**config.mk**
```make
export PLATFORM = sky130hd
export DESIGN_NAME = windowed_slope_peak_top_flat
export DESIGN_NICKNAME = d
export VERILOG_FILES = /design/src/hw/rtl/wsp_pkg.sv /design/src/hw/rtl/wsp_in_if.sv /design/src/hw/rtl/wsp_out_if.sv /design/src/hw/rtl/wsp_slope.sv /design/src/hw/rtl/wsp_window.sv /design/src/hw/rtl/windowed_slope_peak_top.sv /design/src/flat_wrapper.sv
export SDC_FILE = /design/constraint.sdc
export NUM_CORES = 1
export LEC_CHECK = 0
export ABC_AREA = 1
export BUFFER_PORTS_ARGS = -buffer_cell sky130_fd_sc_hd__buf_2
export CAP_MARGIN = 20
export CORE_MARGIN = 3
export CORE_UTILIZATION = 60
export CTS_CLUSTER_DIAMETER = 150
export DETAILED_ROUTE_END_ITERATION = 10
export GPL_ROUTABILITY_DRIVEN = 0
export HOLD_SLACK_MARGIN = 0.05
export PLACE_DENSITY_LB_ADDON = 0.12
export SYNTH_ARGS = -nofsm -noshare
export SYNTH_HDL_FRONTEND = slang
export SYNTH_SLANG_ARGS = --single-unit
```
**constraint.sdc**
```tcl
create_clock -name i_clk -period 11.31 [get_ports i_clk]
set_input_delay 2.262 -clock i_clk [delete_from_list [all_inputs] [get_ports i_clk]]
set_output_delay 2.262 -clock i_clk [all_outputs]
set_load 0.02 [all_outputs]
```
**src/hw/rtl/wsp_pkg.sv**
```systemverilog
`default_nettype none
// ----------------------------------------------------------------------------
// wsp_pkg
// Shared widths, derived sizes and inter-stage types for the windowed slope
// peak block.
// ----------------------------------------------------------------------------
package wsp_pkg;

    localparam int WINDOW_LENGTH = 10;
    localparam int SAMPLE_W      = 16;
    localparam int DIFF_W        = 16;
    localparam int PEAK_W        = 20;

    // Running totals are sized for a full window of maximum differences.
    localparam int TOTAL_W = $clog2(WINDOW_LENGTH * (2 ** DIFF_W - 1) + 1);
    localparam int PTR_W   = (WINDOW_LENGTH > 1) ? $clog2(WINDOW_LENGTH) : 1;
    localparam int CNT_W   = $clog2(WINDOW_LENGTH + 1);
    localparam int SAT_W   = (TOTAL_W > PEAK_W) ? TOTAL_W : PEAK_W;

    typedef logic signed [SAMPLE_W-1:0] t_sample;
    typedef logic        [DIFF_W-1:0]   t_diff;
    typedef logic        [PEAK_W-1:0]   t_peak;
    typedef logic        [TOTAL_W-1:0]  t_total;
    typedef logic        [PTR_W-1:0]    t_ptr;
    typedef logic        [CNT_W-1:0]    t_cnt;

    // Slope stage output toward the window accumulator.
    typedef struct packed {
        logic  valid;
        logic  first;
        logic  last;
        t_diff diff;
    } t_slope_stage;

endpackage : wsp_pkg
`default_nettype wire

```
**src/hw/rtl/wsp_in_if.sv**
```systemverilog
`default_nettype none
// ----------------------------------------------------------------------------
// wsp_in_if
// Sample channel: valid/ready handshake carrying one sample word.
// ----------------------------------------------------------------------------
interface wsp_in_if;
    logic                    valid;
    logic                    ready;
    logic signed [15:0]      sample;
    logic                    first;
    logic                    last;

    modport source (output valid, output sample, output first, output last, input ready);
    modport sink   (input valid, input sample, input first, input last, output ready);
endinterface : wsp_in_if
`default_nettype wire

```
**src/hw/rtl/wsp_out_if.sv**
```systemverilog
`default_nettype none
// ----------------------------------------------------------------------------
// wsp_out_if
// Result channel: valid/ready handshake carrying one peak word.
// ----------------------------------------------------------------------------
interface wsp_out_if;
    logic        valid;
    logic        ready;
    logic [19:0] peak_window_sum;

    modport source (output valid, output peak_window_sum, input ready);
    modport sink   (input valid, input peak_window_sum, output ready);
endinterface : wsp_out_if
`default_nettype wire

```
**src/hw/rtl/wsp_slope.sv**
```systemverilog
`default_nettype none
// ----------------------------------------------------------------------------
// wsp_slope
// Input register stage: takes a sample word, forms the absolute difference
// against the previous sample and hands it to the window accumulator.
// ----------------------------------------------------------------------------
module wsp_slope (
    input  wire logic                  i_clk,
    input  wire logic                  i_rst_n,
    wsp_in_if.sink                     i_smp,
    input  wire logic                  i_advance,
    output wsp_pkg::t_slope_stage      o_stage
);
    import wsp_pkg::*;

    t_sample             r_prev;
    t_sample             n_prev;
    t_slope_stage        r_stage;
    t_slope_stage        n_stage;
    logic                accept;
    logic [SAMPLE_W:0]   delta;
    logic [SAMPLE_W:0]   magnitude;

    assign i_smp.ready = !r_stage.valid || i_advance;
    assign accept      = i_smp.valid && i_smp.ready;

    always_comb begin
        delta     = {i_smp.sample[SAMPLE_W-1], i_smp.sample} - {r_prev[SAMPLE_W-1], r_prev};
        magnitude = delta[SAMPLE_W] ? (~delta + 1'b1) : delta;
    end

    always_comb begin
        n_prev  = r_prev;
        n_stage = r_stage;
        if (accept) begin
            n_prev        = i_smp.sample;
            n_stage.valid = 1'b1;
            n_stage.first = i_smp.first;
            n_stage.last  = i_smp.last;
            n_stage.diff  = magnitude[DIFF_W-1:0];
        end else if (i_advance) begin
            n_stage.valid = 1'b0;
        end
    end

    // Only the valid bit of the stage register is reset; the payload holds until the next word.
    always_ff @(posedge i_clk) begin
        if (!i_rst_n) begin
            r_prev        <= '0;
            r_stage.valid <= 1'b0;
        end else begin
            r_prev  <= n_prev;
            r_stage <= n_stage;
        end
    end

    assign o_stage = r_stage;

endmodule : wsp_slope
`default_nettype wire

```
**src/hw/rtl/wsp_window.sv**
```systemverilog
`default_nettype none
// ----------------------------------------------------------------------------
// wsp_window
// Window accumulator: keeps the difference ring, the running window total and
// the peak total, and registers the saturated peak on the last word.
// ----------------------------------------------------------------------------
module wsp_window (
    input  wire logic                  i_clk,
    input  wire logic                  i_rst_n,
    input  wire wsp_pkg::t_slope_stage i_stage,
    output logic                       o_advance,
    wsp_out_if.source                  o_res
);
    import wsp_pkg::*;

    t_diff        r_ring [WINDOW_LENGTH];
    t_ptr         r_ptr;
    t_ptr         n_ptr;
    t_cnt         r_count;
    t_cnt         n_count;
    t_total       r_total;
    t_total       n_total;
    t_total       r_best;
    t_total       n_best;
    logic         r_out_valid;
    logic         n_out_valid;
    t_peak        r_peak;
    t_peak        n_peak;
    logic         full;
    t_diff        evicted;
    logic [SAT_W-1:0] best_ext;

    // Only a word marked last needs the result register.
    assign o_advance = i_stage.valid && (!i_stage.last || !r_out_valid || o_res.ready);

    assign full    = (r_count == CNT_W'(WINDOW_LENGTH));
    assign evicted = full ? r_ring[r_ptr] : '0;

    always_comb begin
        n_ptr   = r_ptr;
        n_count = r_count;
        n_total = r_total;
        n_best  = r_best;
        if (o_advance) begin
            if (i_stage.first) begin
                n_ptr   = '0;
                n_count = '0;
                n_total = '0;
                n_best  = '0;
            end else begin
                n_total = r_total - TOTAL_W'(evicted) + TOTAL_W'(i_stage.diff);
                n_count = full ? r_count : r_count + CNT_W'(1);
                n_ptr   = (r_ptr == PTR_W'(WINDOW_LENGTH - 1)) ? '0 : r_ptr + PTR_W'(1);
                n_best  = (n_total > r_best) ? n_total : r_best;
            end
        end
    end

    always_comb begin
        best_ext    = SAT_W'(n_best);
        n_out_valid = r_out_valid;
        n_peak      = r_peak;
        if (o_advance && i_stage.last) begin
            n_out_valid = 1'b1;
            // Clamp to the result width.
            n_peak = (best_ext > SAT_W'({PEAK_W{1'b1}})) ? {PEAK_W{1'b1}}
                                                         : best_ext[PEAK_W-1:0];
        end else if (o_res.ready) begin
            n_out_valid = 1'b0;
        end
    end

    always_ff @(posedge i_clk) begin
        if (!i_rst_n) begin
            r_ptr       <= '0;
            r_count     <= '0;
            r_total     <= '0;
            r_best      <= '0;
            r_out_valid <= 1'b0;
        end else begin
            r_ptr       <= n_ptr;
            r_count     <= n_count;
            r_total     <= n_total;
            r_best      <= n_best;
            r_out_valid <= n_out_valid;
        end
    end

    // Ring entries are read only after being written in this measurement.
    always_ff @(posedge i_clk) begin
        r_peak <= n_peak;
        if (o_advance && !i_stage.first) begin
            r_ring[r_ptr] <= i_stage.diff;
        end
    end

    assign o_res.valid           = r_out_valid;
    assign o_res.peak_window_sum = r_peak;

endmodule : wsp_window
`default_nettype wire

```
**src/hw/rtl/windowed_slope_peak_top.sv**
```systemverilog
`default_nettype none
// ----------------------------------------------------------------------------
// windowed_slope_peak_top
// Peak of a sliding sum of absolute sample-to-sample differences.
// A word marked last, once taken, is held in the slope register; the result
// register then loads the saturated peak and raises valid.
// Throughput: one sample word per cycle; only a last word waits while an
// untaken result still holds the result register.
// Reset clears the previous sample, ring pointer, fill count and totals;
// ring contents are not cleared and are read only once rewritten.
// ----------------------------------------------------------------------------
module windowed_slope_peak_top (
    input  wire logic    i_clk,
    input  wire logic    i_rst_n,
    wsp_in_if.sink       i_smp,
    wsp_out_if.source    o_res
);
    import wsp_pkg::*;

    t_slope_stage stage;
    logic         advance;

    wsp_slope u_slope (
        .i_clk     (i_clk),
        .i_rst_n   (i_rst_n),
        .i_smp     (i_smp),
        .i_advance (advance),
        .o_stage   (stage)
    );

    wsp_window u_window (
        .i_clk     (i_clk),
        .i_rst_n   (i_rst_n),
        .i_stage   (stage),
        .o_advance (advance),
        .o_res     (o_res)
    );

endmodule : windowed_slope_peak_top
`default_nettype wire
```
**src/flat_wrapper.sv**
```systemverilog
// flat-port wrapper written by rule: the top's interface ports become plain ports
module windowed_slope_peak_top_flat import wsp_pkg::*;
  (i_clk, i_rst_n, i_smp_valid, i_smp_sample, i_smp_first, i_smp_last, i_smp_ready, o_res_valid, o_res_peak_window_sum, o_res_ready);
  wsp_in_if i_smp_i ();
  wsp_out_if o_res_i ();
  input  wire logic i_clk;
  input  wire logic i_rst_n;
  input wire logic [$bits(i_smp_i.valid)-1:0] i_smp_valid;
  input wire logic [$bits(i_smp_i.sample)-1:0] i_smp_sample;
  input wire logic [$bits(i_smp_i.first)-1:0] i_smp_first;
  input wire logic [$bits(i_smp_i.last)-1:0] i_smp_last;
  output wire logic [$bits(i_smp_i.ready)-1:0] i_smp_ready;
  output wire logic [$bits(o_res_i.valid)-1:0] o_res_valid;
  output wire logic [$bits(o_res_i.peak_window_sum)-1:0] o_res_peak_window_sum;
  input wire logic [$bits(o_res_i.ready)-1:0] o_res_ready;
  assign i_smp_i.valid = i_smp_valid;
  assign i_smp_i.sample = i_smp_sample;
  assign i_smp_i.first = i_smp_first;
  assign i_smp_i.last = i_smp_last;
  assign i_smp_ready = i_smp_i.ready;
  assign o_res_valid = o_res_i.valid;
  assign o_res_peak_window_sum = o_res_i.peak_window_sum;
  assign o_res_i.ready = o_res_ready;
  windowed_slope_peak_top u_core (.i_clk(i_clk), .i_rst_n(i_rst_n), .i_smp(i_smp_i), .o_res(o_res_i));
endmodule
```
**Word level (Yosys, flattened, before mapping)**

Memory sizes are Yosys's and may differ from the RTL's. A register that Yosys moved wholly into a read port is not among the register bits.
Cells that the tools add are included.

- Bits in writable memories: 160
- Bits in registers: 104
- Output and inout bits: 22
- Logic and storage cells: 57
- Memories: 1

- Order comparisons: 2
- Muxes and demuxes: 18
- $add $sub $neg: 6
- Equality and inequality tests: 3
- Bitwise operators: 1
- Reductions and logical operators: 15

Memories:

| memory | depth | bits a word | rd ports | clocked after memory_dff | write ports | RTL line | source |
|---|---|---|---|---|---|---|---|
| u_core.u_window.r_ring | 10 | 16 | 1 | 1 | 1 | wsp_window.sv:16 | `t_diff r_ring [WINDOW_LENGTH];` |

Operators by type and width:

| cell | count |
|---|---|
| $mux W20 | 4 |
| $mux W16 | 2 |
| $mux W4 | 6 |
| $add A20 B16 Y20 | 1 |
| $gt A20 B20 Y1 | 1 |
| $gt A20 B20 Y1 const B | 1 |
| $sub A20 B16 Y20 | 1 |
| $sub A16 B16 Y17 | 1 |
| $add A16 B1 Y16 const B | 1 |
| $not A16 Y16 | 1 |
| $add A4 B1 Y4 const B | 2 |
| $eq A4 B4 Y1 const B | 2 |
| $mux W1 | 6 |
| $logic_and A1 B1 Y1 | 4 |
| $logic_not A1 Y1 | 4 |
| $reduce_and A2 Y1 | 2 |
| $reduce_bool A2 Y1 | 2 |
| $logic_or A1 B1 Y1 | 3 |
| $ne A2 B1 Y1 const B | 1 |

**Depth between registers and ports, before layout**

- Word-level depth: 9
- Gate-level depth with buffers: 35
- Gate-level depth less buffers: 33

**By module**

Synthesis repeated with hierarchy kept, for this count alone.

- Cell total of the unflattened synthesis: 1,608
- Area, all modules: 14,351.3 um^2

Modules (own cells, without submodules):

| module | area each (um^2) | cells an instance | times used | seq. area each (um^2) |
|---|---|---|---|---|
| wsp_window | 11,638.7 | 1,205 | 1 | 6,466.2 |
| wsp_slope | 2,712.6 | 403 | 1 | 880.8 |

**Least setup slack after synthesis**

OpenSTA, ideal clock, no wires.

- Path kind: input to output
- Start: input port o_res_ready
- End: output port i_smp_ready
- Stages: 2
- Data arrival time: 2.594 ns
- Slack: 6.454 ns
- Path through: inv_1 nand4_1

- Cells in the longest elaborated chain, start to end: 3

Ends and longest elaborated chain:

| element | RTL line | source |
|---|---|---|
| start: declaration | flat_wrapper.sv:15 | `input wire logic [$bits(o_res_i.ready)-1:0] o_res_ready;` |
| $logic_or A1 B1 Y1 | wsp_window.sv:34 | `assign o_advance = i_stage.valid && (!i_stage.last \|\| !r_out_valid \|\| o_res.ready);` |
| $logic_and A1 B1 Y1 | wsp_window.sv:34 |  |
| $logic_or A1 B1 Y1 | wsp_slope.sv:24 | `assign i_smp.ready = !r_stage.valid \|\| i_advance;` |
| end: declaration | flat_wrapper.sv:12 | `output wire logic [$bits(i_smp_i.ready)-1:0] i_smp_ready;` |

No other way between the ends.

==> results.cfg <==
[status]
status = completed

[synth]
syn_area_um2 = 14000
synth_top_area_share = 0.424
ys_seq_area_frac = 0.524
syn_inst = 1546
synth.distinct_cells = 44
ys_seq_elements = 268
yosys_most_used_dff = edfxtp_1
synth.area.top_cells = edfxtp_1 (42%), dfxtp_1 (10%), nand2_1 (8.8%)
synth_nets = 1644
synth_top_cell_by_area = edfxtp_1
synth.cells.most_frequent = nand2_1 (330), inv_1 (260), edfxtp_1 (198)
ys_warn_count = 0
avgSynthCellArea_um2 = 9.07
synthMostInstantiatedCell = nand2_1
synth-edff-count = 198
async_flop_share = 0

[min_path]
hp-start = u_core.u_slope.r_prev[6]
hold_path_class = flip-flop to flip-flop

[clocking]
path_clk_slew_ns = 0.06
cts_hold_buffers = 0
clockBufferDepth = 3
cts_tree = yes
cts_root_buf = clkbuf_16
postCtsSetupRepairBufs = 0
cts-buffers-inserted = 27
cts_resized = 0
htreeDepth = 1
clk_latency_ns = 0.55
cts.sinks = 268

[route]
ant_nets = 0
vias_per_cell = 5.46
met1_length_mm = 14.0
initialDrtViolationCount = 674
drt-total-wl_mm = 31.2
met3WireLength_mm = 1.57
dr.max_layer_used = met4
vias = 10500
wl_per_cell_um = 16.3
wl_met2_mm = 14.7
route.detailed.drc = 0
dr.pass1.iters = 5

[critical_path]
endpoint_kind = flip-flop
slowest_delay_ns = 0.74
cpLargestDelayFamily = simple AND/OR/NAND/NOR gates
setup.worst_path.class = flip-flop to flip-flop
cp-start-kind = flip-flop
worstPathBufferInverterCount = 4
crit_slowest_cell = buf_4
required_ns = 11.61
cp_common_cell = nand2_1
arrival_ns = 7.22
worstPathMaxFanout = 78

[floorplanning]
dieHeight_um = 159
initial_core_util = 0.616
die_w_um = 159
num_rows = 55
core_area_um2 = 22800
die_area_um2 = 25200
ioPinCount = 44

[pwr]
ir_worst_vdd_uv = 122
pwr-share-comb = 0.268
swShare = 0.328
power_density_nw_per_um2 = 178
p_seq_frac = 0.421
internal_power_mw = 1.85
clock_power_share = 0.311
p_leak_nw = 6.44
netSwitchingPower_mw = 0.900

[sta]
relSlewSlack = 0.283
finClkSkew_ns = 0.00705
final-hold-violation-count = 0
period_needed_ns = 6.92
post-route-period-util = 0.612
final.setup.tns_ns = 0
drv_slew = 0
setup_viol = 0
rsz0062_at_grt = no
max_slew.worst_pin.slew_ns = 1.07
timing.fmax_mhz = 145

[finish]
fin_nets = 1681
final.fill_count = 1816
final_core_util = 0.677
diodes = 0
syn_to_final_growth_pct = 10.0
drive_gt1_frac = 0.0842

[placement]
port_buffers = 43
dp_hpwl_mm = 21.1

[global_route]
track_usage = 0.246
antenna_found_initial = 0
overflow = 0
grt_max_degree = 79
grt_pass1_vias = 10100
grt_pass1_wl_mm = 50.9

[run]
cap_viol_max_count = 0
## registers in the layout (all words and copies together) (netlist names), named ones only
name                                   cells
u_core.u_window.r_ring                   160
u_core.u_window.o_res.peak_window_sum     20
u_core.u_window.r_best                    20
u_core.u_window.r_total                   20
u_core.u_slope.o_stage                    19
u_core.u_slope.r_prev                     16
u_core.u_window.r_count                    4
u_core.u_window.r_ptr                      4
u_core.u_window.o_res.valid                1
## layer usage
metal  vias up  global-route usage
met5         -                   0
met3        58              0.0287
met2       283               0.421
met1      4931               0.333
met4         0              0.0704
li1       5200                   -
## stage by stage
| stage | area, um2 | worst slack (ns) | hold WS, ns | instances | power (mW) |
|---|---|---|---|---|---|
| floorplan | 14000 | 6.45 | 0.427 | 1546 | 1.71 |
| global placement | 14600 | 4.59 | 0.437 | 1866 | 1.89 |
| detailed placement | 14600 | 4.47 | 0.449 | 1866 | 1.90 |
| CTS | 15400 | 4.38 | 0.459 | 1916 | 2.76 |
| global route | 15400 | 3.79 | 0.477 | 1917 | 2.91 |
| finish | 15400 | 4.39 | 0.455 | 1917 | 2.75 |
## power groups by stage
stage	Clock (mW)	Sequential [mW]	Combinational, mW
4_1_cts	0.867	1.16	0.735
5_1_grt	0.902	1.16	0.850
2_1_floorplan	0	1.16	0.553
3_5_place_dp	0	1.18	0.729
6_report	0.854	1.16	0.737
3_3_place_gp	0	1.17	0.712
## path summary, 6_finish.rpt
check | end | slack [ns] | cells past startpoint
worst max-delay path | u_core.u_window.o_res.peak_window_sum[16] | 4.39 | 29
worst min-delay path | u_core.u_slope.r_prev[6] | 0.45 | 2
worst max register to register | u_core.u_window.o_res.peak_window_sum[16] | 4.39 | 29
worst min register to register | u_core.u_slope.r_prev[6] | 0.45 | 2
## worst register-to-register path: cells and delay by family, from the launching register on
family	cells	cell delay (ns)
adders and majority gates	3	1.16
and+or+nand+nor	15	2.02
DFF	1	0.71
buffers and inverters	4	1.60
AOI/OAI and AO/OA	7	1.19
## cells in the final DEF, fill, tap and decap left out, types with 27 or more instances in the layout
master     Yosys  final
dfxtp_1       70     69
buf_2         10     43
clkbuf_16      0     27
o21ai_0      116    116
ha_1          59     59
mux2i_1       32     32
inv_1        260    260
nand2_1      330    330
nor2_1        59     58
edfxtp_1     198    198
nand3_1       66     66
a21oi_1      172    172
## kinds of logic after synthesis
group	count (synthesis)	synth area share
XOR/XNOR	22	0.0143
multiplexers	32	0.0228
AND/OR/NAND/NOR	509	0.153
adder cells (fa/ha/maj)	76	0.0769
flip-flops	268	0.524
buffers and inverters	314	0.0861
AO/OA/AOI/OAI	325	0.123
## area by class of cell
type	count	area [um2]	area share
timing repair buffer	60	363	0.0235
clock buffer	39	751	0.0487
clock inverter	11	96.3	0.00624
multi-input combinational	964	5500	0.356
tap	313	392	0.0254
sequential	268	7350	0.476
inverter	262	983	0.0637
(Power assumes the default switching activity.)
